File: config.mk
export PLATFORM = sky130hd
export DESIGN_NAME = hsv_to_rgb_pixel_core
export DESIGN_NICKNAME = d
export VERILOG_FILES = /design/src/hdl/hsvrgb_pkg.sv /design/src/hdl/hsvrgb_datapath.sv /design/src/hdl/hsv_to_rgb_pixel_core.sv
export SDC_FILE = /design/constraint.sdc
export NUM_CORES = 1
export LEC_CHECK = 0
export BUFFER_PORTS_ARGS = -buffer_cell sky130_fd_sc_hd__buf_2
export CORE_MARGIN = 1
export CORE_UTILIZATION = 30
export CTS_BUF_LIST = sky130_fd_sc_hd__clkbuf_8 sky130_fd_sc_hd__clkbuf_16
export DETAILED_ROUTE_END_ITERATION = 8
export PLACE_DENSITY = 0.5
export SLEW_MARGIN = 20
export SYNTH_ARGS = -nofsm -noshare
export SYNTH_HDL_FRONTEND = slang
export SYNTH_SLANG_ARGS = --single-unit
File: constraint.sdc
create_clock -name clk -period 6.9 [get_ports clk]
set_clock_uncertainty 0.1 [all_clocks]
set_input_delay 0.345 -clock clk [delete_from_list [all_inputs] [get_ports clk]]
set_output_delay 0.345 -clock clk [all_outputs]
set_load 0.005 [all_outputs]
File: src/hdl/hsvrgb_pkg.sv
`default_nettype none
// ----------------------------------------------------------------------------
// hsvrgb_pkg
// Types and constants shared by the HSV to RGB pixel core, its datapath and
// its checker.
// ----------------------------------------------------------------------------
package hsvrgb_pkg;

	localparam int unsigned HUE_BITS     = 16;
	localparam int unsigned CHANNEL_BITS = 8;

	// Largest channel code, which stands for 1.0.
	localparam int unsigned FULL   = (1 << CHANNEL_BITS) - 1;
	localparam int unsigned DIST_W = HUE_BITS + 1;
	localparam int unsigned PROD_W = 2 * CHANNEL_BITS;
	localparam int unsigned Y_W    = PROD_W + DIST_W;

	typedef struct packed {
		logic [HUE_BITS-1:0]     hue;
		logic [CHANNEL_BITS-1:0] saturation;
		logic [CHANNEL_BITS-1:0] brightness;
		logic [CHANNEL_BITS-1:0] alpha_in;
	} hsv_t;

	typedef struct packed {
		logic [CHANNEL_BITS-1:0] red;
		logic [CHANNEL_BITS-1:0] green;
		logic [CHANNEL_BITS-1:0] blue;
		logic [CHANNEL_BITS-1:0] alpha_out;
	} rgb_t;

	// Sixths of the hue circle, named by the colours at their two ends.
	typedef enum logic [2:0] {
		SEC_RED_YELLOW    = 3'd0,
		SEC_YELLOW_GREEN  = 3'd1,
		SEC_GREEN_CYAN    = 3'd2,
		SEC_CYAN_BLUE     = 3'd3,
		SEC_BLUE_MAGENTA  = 3'd4,
		SEC_MAGENTA_RED   = 3'd5
	} sector_t;

	// Load enables for the four pipeline stages.
	typedef struct packed {
		logic s1;
		logic s2;
		logic s3;
		logic s4;
	} pipe_en_t;

endpackage : hsvrgb_pkg
`default_nettype wire

File: src/hdl/hsvrgb_datapath.sv
`default_nettype none
// ----------------------------------------------------------------------------
// hsvrgb_datapath
// Four-stage arithmetic of the HSV to RGB conversion: hue decode and V*S,
// the hue-weighted product, division by full scale, channel placement.
// ----------------------------------------------------------------------------
module hsvrgb_datapath (
	input  wire              clk,
	input  hsvrgb_pkg::pipe_en_t en,
	input  hsvrgb_pkg::hsv_t     hsv,
	output hsvrgb_pkg::rgb_t     rgb
);
	import hsvrgb_pkg::*;

	localparam int unsigned HB = HUE_BITS;
	localparam int unsigned CB = CHANNEL_BITS;

	typedef struct packed {
		logic [CB-1:0] qe;
		logic [CB:0]   r1;
	} fold_t;

	// First half of ceil(n / FULL): FULL = 2^CB - 1, so n >> CB is a
	// quotient estimate and the low part plus the estimate is the remainder,
	// which here always stays below twice FULL.
	function automatic fold_t fold_ceil(input logic [PROD_W-1:0] n);
		logic [PROD_W-1:0] adj;
		fold_t             f;
		adj  = n + PROD_W'(FULL - 1);
		f.qe = adj[PROD_W-1:CB];
		f.r1 = {1'b0, adj[CB-1:0]} + {1'b0, f.qe};
		return f;
	endfunction

	function automatic logic [CB-1:0] fold_finish(input fold_t f);
		return f.qe + CB'(f.r1 >= (CB+1)'(FULL));
	endfunction

	// ---------------- stage 1: hue decode, V*S ----------------
	logic [HB+2:0]   hue6;
	logic [HB+1:0]   hue3;
	logic [HB:0]     twice;
	logic [DIST_W-1:0] hue_gap;
	localparam logic [DIST_W-1:0] HUE_ONE = {1'b1, {HB{1'b0}}};

	always_comb begin
		hue6  = ({3'b000, hsv.hue} << 2) + ({3'b000, hsv.hue} << 1);
		hue3  = {2'b00, hsv.hue} + ({2'b00, hsv.hue} << 1);
		twice = {hue3[HB-1:0], 1'b0};
		if (twice[HB]) begin
			hue_gap = {1'b0, twice[HB-1:0]};
		end else begin
			hue_gap = HUE_ONE - twice;
		end
	end

	sector_t           sector_s1;
	logic [DIST_W-1:0] gap_s1;
	logic [PROD_W-1:0] p_s1;
	logic [CB-1:0]     v_s1;
	logic [CB-1:0]     a_s1;

	always_ff @(posedge clk) begin
		if (en.s1) begin
			sector_s1 <= sector_t'(hue6[HB+2:HB]);
			gap_s1    <= hue_gap;
			p_s1      <= PROD_W'(hsv.saturation) * PROD_W'(hsv.brightness);
			v_s1      <= hsv.brightness;
			a_s1      <= hsv.alpha_in;
		end
	end

	// ---------------- stage 2: V*S weighted by hue distance ----------------
	sector_t           sector_s2;
	logic [Y_W-1:0]    y_s2;
	logic [PROD_W-1:0] p_s2;
	logic [CB-1:0]     v_s2;
	logic [CB-1:0]     a_s2;

	always_ff @(posedge clk) begin
		if (en.s2) begin
			sector_s2 <= sector_s1;
			y_s2      <= Y_W'(p_s1) * Y_W'(gap_s1);
			p_s2      <= p_s1;
			v_s2      <= v_s1;
			a_s2      <= a_s1;
		end
	end

	// ---------------- stage 3: ceiling divisions ----------------
	// ceil(y / 2^HB) first; the ceiling of two nested ceilings equals the
	// ceiling of the whole quotient.
	logic [Y_W:0]      y_round;
	logic [PROD_W-1:0] ny;

	always_comb begin
		y_round = {1'b0, y_s2} + (Y_W+1)'((1 << HB) - 1);
		ny      = y_round[HB+PROD_W-1:HB];
	end

	sector_t       sector_s3;
	fold_t         fx_s3;
	fold_t         fz_s3;
	logic [CB-1:0] v_s3;
	logic [CB-1:0] a_s3;

	always_ff @(posedge clk) begin
		if (en.s3) begin
			sector_s3 <= sector_s2;
			fx_s3     <= fold_ceil(ny);
			fz_s3     <= fold_ceil(p_s2);
			v_s3      <= v_s2;
			a_s3      <= a_s2;
		end
	end

	// ---------------- stage 4: channel levels and placement ----------------
	// The chroma channel equals V; the others are V less a rounded-up loss,
	// which never exceeds V, so no clamp is needed.
	logic [CB-1:0] lvl_c;
	logic [CB-1:0] lvl_x;
	logic [CB-1:0] lvl_z;
	rgb_t          rgb_d;

	always_comb begin
		lvl_c = v_s3;
		lvl_x = v_s3 - fold_finish(fx_s3);
		lvl_z = v_s3 - fold_finish(fz_s3);
		rgb_d.alpha_out = a_s3;
		case (sector_s3)
			SEC_RED_YELLOW: begin
				rgb_d.red = lvl_c; rgb_d.green = lvl_x; rgb_d.blue = lvl_z;
			end
			SEC_YELLOW_GREEN: begin
				rgb_d.red = lvl_x; rgb_d.green = lvl_c; rgb_d.blue = lvl_z;
			end
			SEC_GREEN_CYAN: begin
				rgb_d.red = lvl_z; rgb_d.green = lvl_c; rgb_d.blue = lvl_x;
			end
			SEC_CYAN_BLUE: begin
				rgb_d.red = lvl_z; rgb_d.green = lvl_x; rgb_d.blue = lvl_c;
			end
			SEC_BLUE_MAGENTA: begin
				rgb_d.red = lvl_x; rgb_d.green = lvl_z; rgb_d.blue = lvl_c;
			end
			default: begin
				rgb_d.red = lvl_c; rgb_d.green = lvl_z; rgb_d.blue = lvl_x;
			end
		endcase
	end

	rgb_t rgb_s4;

	always_ff @(posedge clk) begin
		if (en.s4) begin
			rgb_s4 <= rgb_d;
		end
	end

	assign rgb = rgb_s4;

endmodule : hsvrgb_datapath
`default_nettype wire

File: src/hdl/hsv_to_rgb_pixel_core.sv
`default_nettype none
// ----------------------------------------------------------------------------
// hsv_to_rgb_pixel_core
// HSV to RGB pixel converter with valid/ready streams on both sides.
//
// One HSV pixel is taken on each beat of the hsv channel and one RGB pixel
// leaves on each beat of the rgb channel, in the same order. Hue is a
// fraction of a full turn; saturation, brightness and alpha are fractions of
// full scale. Alpha is carried through untouched.
// The datapath is four register stages. With rgb_ready held high, a pixel
// taken at a clock edge moves through s1 to s4 and is shown on rgb from s4,
// and a new pixel can be taken on every clock: one pixel per cycle sustained.
// Each stage holds a valid bit and loads whenever it is empty or the stage
// after it moves, so bubbles close up while the receiver stalls; hsv_ready
// falls only when all four stages are full and rgb_ready is low.
// Reset clears the valid bits only; the pipeline is empty afterwards and
// hsv_ready is high from the first cycle.
// ----------------------------------------------------------------------------
module hsv_to_rgb_pixel_core (
	input  wire                clk,
	input  wire                arst_n,
	input  wire                hsv_valid,
	output logic               hsv_ready,
	input  hsvrgb_pkg::hsv_t   hsv,
	output logic               rgb_valid,
	input  wire                rgb_ready,
	output hsvrgb_pkg::rgb_t   rgb
);
	import hsvrgb_pkg::*;

	logic     valid_s1;
	logic     valid_s2;
	logic     valid_s3;
	logic     valid_s4;
	pipe_en_t adv;
	pipe_en_t en;

	always_comb begin
		adv.s4 = !valid_s4 || rgb_ready;
		adv.s3 = !valid_s3 || adv.s4;
		adv.s2 = !valid_s2 || adv.s3;
		adv.s1 = !valid_s1 || adv.s2;
		en.s1  = adv.s1 && hsv_valid;
		en.s2  = adv.s2 && valid_s1;
		en.s3  = adv.s3 && valid_s2;
		en.s4  = adv.s4 && valid_s3;
	end

	always_ff @(posedge clk or negedge arst_n) begin
		if (!arst_n) begin
			valid_s1 <= 1'b0;
			valid_s2 <= 1'b0;
			valid_s3 <= 1'b0;
			valid_s4 <= 1'b0;
		end else begin
			if (adv.s1) valid_s1 <= hsv_valid;
			if (adv.s2) valid_s2 <= valid_s1;
			if (adv.s3) valid_s3 <= valid_s2;
			if (adv.s4) valid_s4 <= valid_s3;
		end
	end

	hsvrgb_datapath u_datapath (
		.clk (clk),
		.en  (en),
		.hsv (hsv),
		.rgb (rgb)
	);

	assign hsv_ready = adv.s1;
	assign rgb_valid = valid_s4;

endmodule : hsv_to_rgb_pixel_core
`default_nettype wire

==> qor.csv <==
stage,metric,value,unit
floorplanning,die_h,263,um
critical_path,critPathRequiredTime,7.10,ns
sta,slew_viol_final,0,
floorplanning,start_util,0.303,
clocking,clock_latency,0.57,ns
layout,final_cell_mix,"inv_1 (359), fa_1 (236), nand2_1 (220)",
critical_path,worst-endpoint-arrival,6.78,ns
synth,yosysWarnings,0,
sta,setup_viol,0,
layout,layout.nets,2575,
sta,fin_tns_setup,0,ns
synth,yosys_most_used_dff,edfxtp_1,
sta,grt_setup_unrepaired,false,
place,portBuffers,77,
detailed_routing,drc,0,
clocking,cts_made_buffers,25,
layout,syn_to_final_growth,13.0,%
global_route,grt_pass1_wl,77900,um
clocking,clock_path_buffers,3,
layout,final_common_cell,inv_1,
global_route,gr-total-overflow,0,
place,finalWeightedCongestion,0.858,
floorplanning,fp.dieArea,69100,sq um
clocking,cts_max_level,1,
critical_path,slowest_delay,0.59,ns
detailed_routing,vias,13800,
synth,synth_cell_types,71,
global_route,antenna_found_initial,0,
critical_path,start_kind,flip-flop,
detailed_routing,via_per_inst,4.62,
place,dp_hpwl,38000,um
sta,holdWs,0.0468,ns
critical_path,critPathBufInv,3,
sta,hold_violations,0,
synth,synth_enable_flop_cells,202,
critical_path,cp_max_fo,12,
detailed_routing,dr.first_iter.drc_count,743,
detailed_routing,avgRoutedWirePerCell,15.8,um
sta,fin_crit_sh,0.954,
critical_path,crit_family,adder cells,
floorplanning,rows,95,
run,cap_violations,0,
synth,synth_area,20400,sq um
sta,worstMarginPinSlew,0.902,ns
clocking,cts-root-buf,clkbuf_16,
layout,drive_above_1_share,0.0864,
sta,fmax,152,MHz
synth,syn-num-nets,2458,
layout,diodes,0,
synth,synth-seq-cells,206,
status,status,completed,
worst_hold_path,worstHoldPathType,primary input to flip-flop,
critical_path,path_class,flip-flop to flip-flop,
layout,fillCellCount,6869,
synth,syn_inst,1982,
layout,fin_area,23000,sq um
floorplanning,ios,78,
clocking,cts_resized,0,
clocking,cts_tree,yes,
critical_path,cp_slowest_cell,edfxtp_1,
floorplanning,coreArea,67300,sq um
detailed_routing,first_pass_iters,5,
clocking,clock-sinks,206,
synth,synth.avg_cell_area,10.3,sq um
global_route,grtUsageTotal,0.140,
synth,synthArstFlopShare,0.0194,
clocking,clkTransAtPathRegs,0.06,ns
global_route,grt_pass1_vias,14500,
critical_path,critPathCaptureType,flip-flop,
detailed_routing,drtAntennaViolNets,0,
critical_path,crit_path_frequent_cell,fa_1,
place,placed_area,22000,sq um
critical_path,crit_chain,nand2_1 -> fa_1 -> fa_1 -> fa_1 -> fa_1 -> inv_1 -> fa_1 -> inv_1 -> fa_1 -> inv_1 -> ha_1 -> and2_1 -> a221o_1 -> a21oi_2 -> a21oi_2 -> o2111ai_2 -> nand3_2 -> and4_1 -> or4b_1,
floorplanning,die_x,263,um
sta,min_period,6.58,ns
sta,relSlewSlack,0.399,
global_route,grt_max_degree,67,
detailed_routing,totalWireLength,47400,um
synth,yosysSeqAreaShare,0.302,
==> repair_timing <==
action                     4_1_cts  5_1_grt
setup buffers                    0        1
setup endpoints to repair        0        1
hold endpoints to repair        23        0
hold buffers                    21        0
==> synthesized netlist by cell type, types with 10 or more instances <==
cell,number,share of area
clkbuf_1,45,0.0083
xnor2_1,81,0.035
ha_1,196,0.12
o21bai_1,13,0.0048
a21o_1,19,0.0070
nor2_1,75,0.014
nor3_1,18,0.0044
o21ai_0,53,0.013
fa_1,236,0.23
xor2_1,36,0.015
edfxtp_1,202,0.30
nand2_1,220,0.040
and2_1,166,0.051
a21oi_1,65,0.016
inv_1,356,0.066
and3_1,14,0.0043
a31oi_1,11,0.0034
nand2b_1,10,0.0031
o21a_1,12,0.0044
nand3_1,22,0.0054
==> worst reg2reg max path, stage by stage (launching register included) <==
cell	delay, ns
edfxtp_1	0.59
nand2_1	0.14
fa_1	0.50
fa_1	0.57
fa_1	0.46
fa_1	0.55
inv_1	0.05
fa_1	0.47
inv_1	0.05
fa_1	0.53
inv_1	0.04
ha_1	0.33
and2_1	0.18
a221o_1	0.33
a21oi_2	0.18
a21oi_2	0.11
o2111ai_2	0.25
nand3_2	0.17
and4_1	0.21
or4b_1	0.52
==> registers in the layout, summed over array words and instances, names as in the netlist, 3 cells and up <==
register / flops
u_datapath.a_s1: 8
u_datapath.fx_s3: 17
u_datapath.sector_s1: 3
u_datapath.a_s2: 8
u_datapath.sector_s2: 3
u_datapath.lvl_c: 8
u_datapath.p_s1: 16
u_datapath.a_s3: 8
u_datapath.rgb: 32
u_datapath.sector_s3: 3
u_datapath.gap_s1: 16
u_datapath.v_s2: 8
u_datapath.v_s1: 8
u_datapath.y_s2: 31
u_datapath.fz_s3: 17
u_datapath.p_s2: 16
==> cell type report <==
class | count | area [sq um] | area share
clock inverters | 21 | 203 | 0.00880
flip-flops and latches | 206 | 6170 | 0.268
multi-input cells | 1369 | 12700 | 0.552
well taps | 873 | 1090 | 0.0474
repair buffers | 138 | 896 | 0.0389
inverters | 359 | 1350 | 0.0586
clock buffers | 25 | 626 | 0.0271
==> final timing paths <==
kind | from | slack [ns] | cells past startpoint | endpoint
min in group asynchronous | arst_n | 0.59 | 3 | valid_s3
max in group asynchronous | arst_n | 5.94 | 3 | rgb_valid
worst max register to register | u_datapath.p_s1[2] | 0.32 | 19 | u_datapath.y_s2[29]
worst min-delay path | hsv[39] | 0.05 | 2 | u_datapath.sector_s1[1]
worst max-delay path | u_datapath.p_s1[2] | 0.32 | 19 | u_datapath.y_s2[29]
worst min register to register | u_datapath.a_s3[5] | 0.32 | 0 | u_datapath.rgb[5]
==> metal layers <==
metal,vias to the layer above,global-route usage,part of all wire
li1,6682,-,-
met1,6821,0.193,0.47
met2,265,0.230,0.46
met3,50,0.0203,0.045
met4,0,0.0350,0.021
met5,-,0,0
==> logic make-up after synthesis <==
logic type      share of synthesized area
compound gates                     0.0778
xor+xnor                           0.0516
fa+ha+maj                           0.352
buf+inv                            0.0754
flops                               0.302
mux                               0.00196
simple gates                        0.139
==> per-stage QoR <==
step	utilization	std cells	setup slack [ns]
6_report	0.343	2991	0.315
5_1_grt	0.343	2991	0.0574
4_1_cts	0.342	2990	0.242
3_5_place_dp	0.327	2923	0.224
3_3_place_gp	0.327	2923	0.323
2_1_floorplan	-	1982	0.529
Power is not shown: default switching activity piles up to over one toggle a cycle in this logic, so the estimate is an artifact.
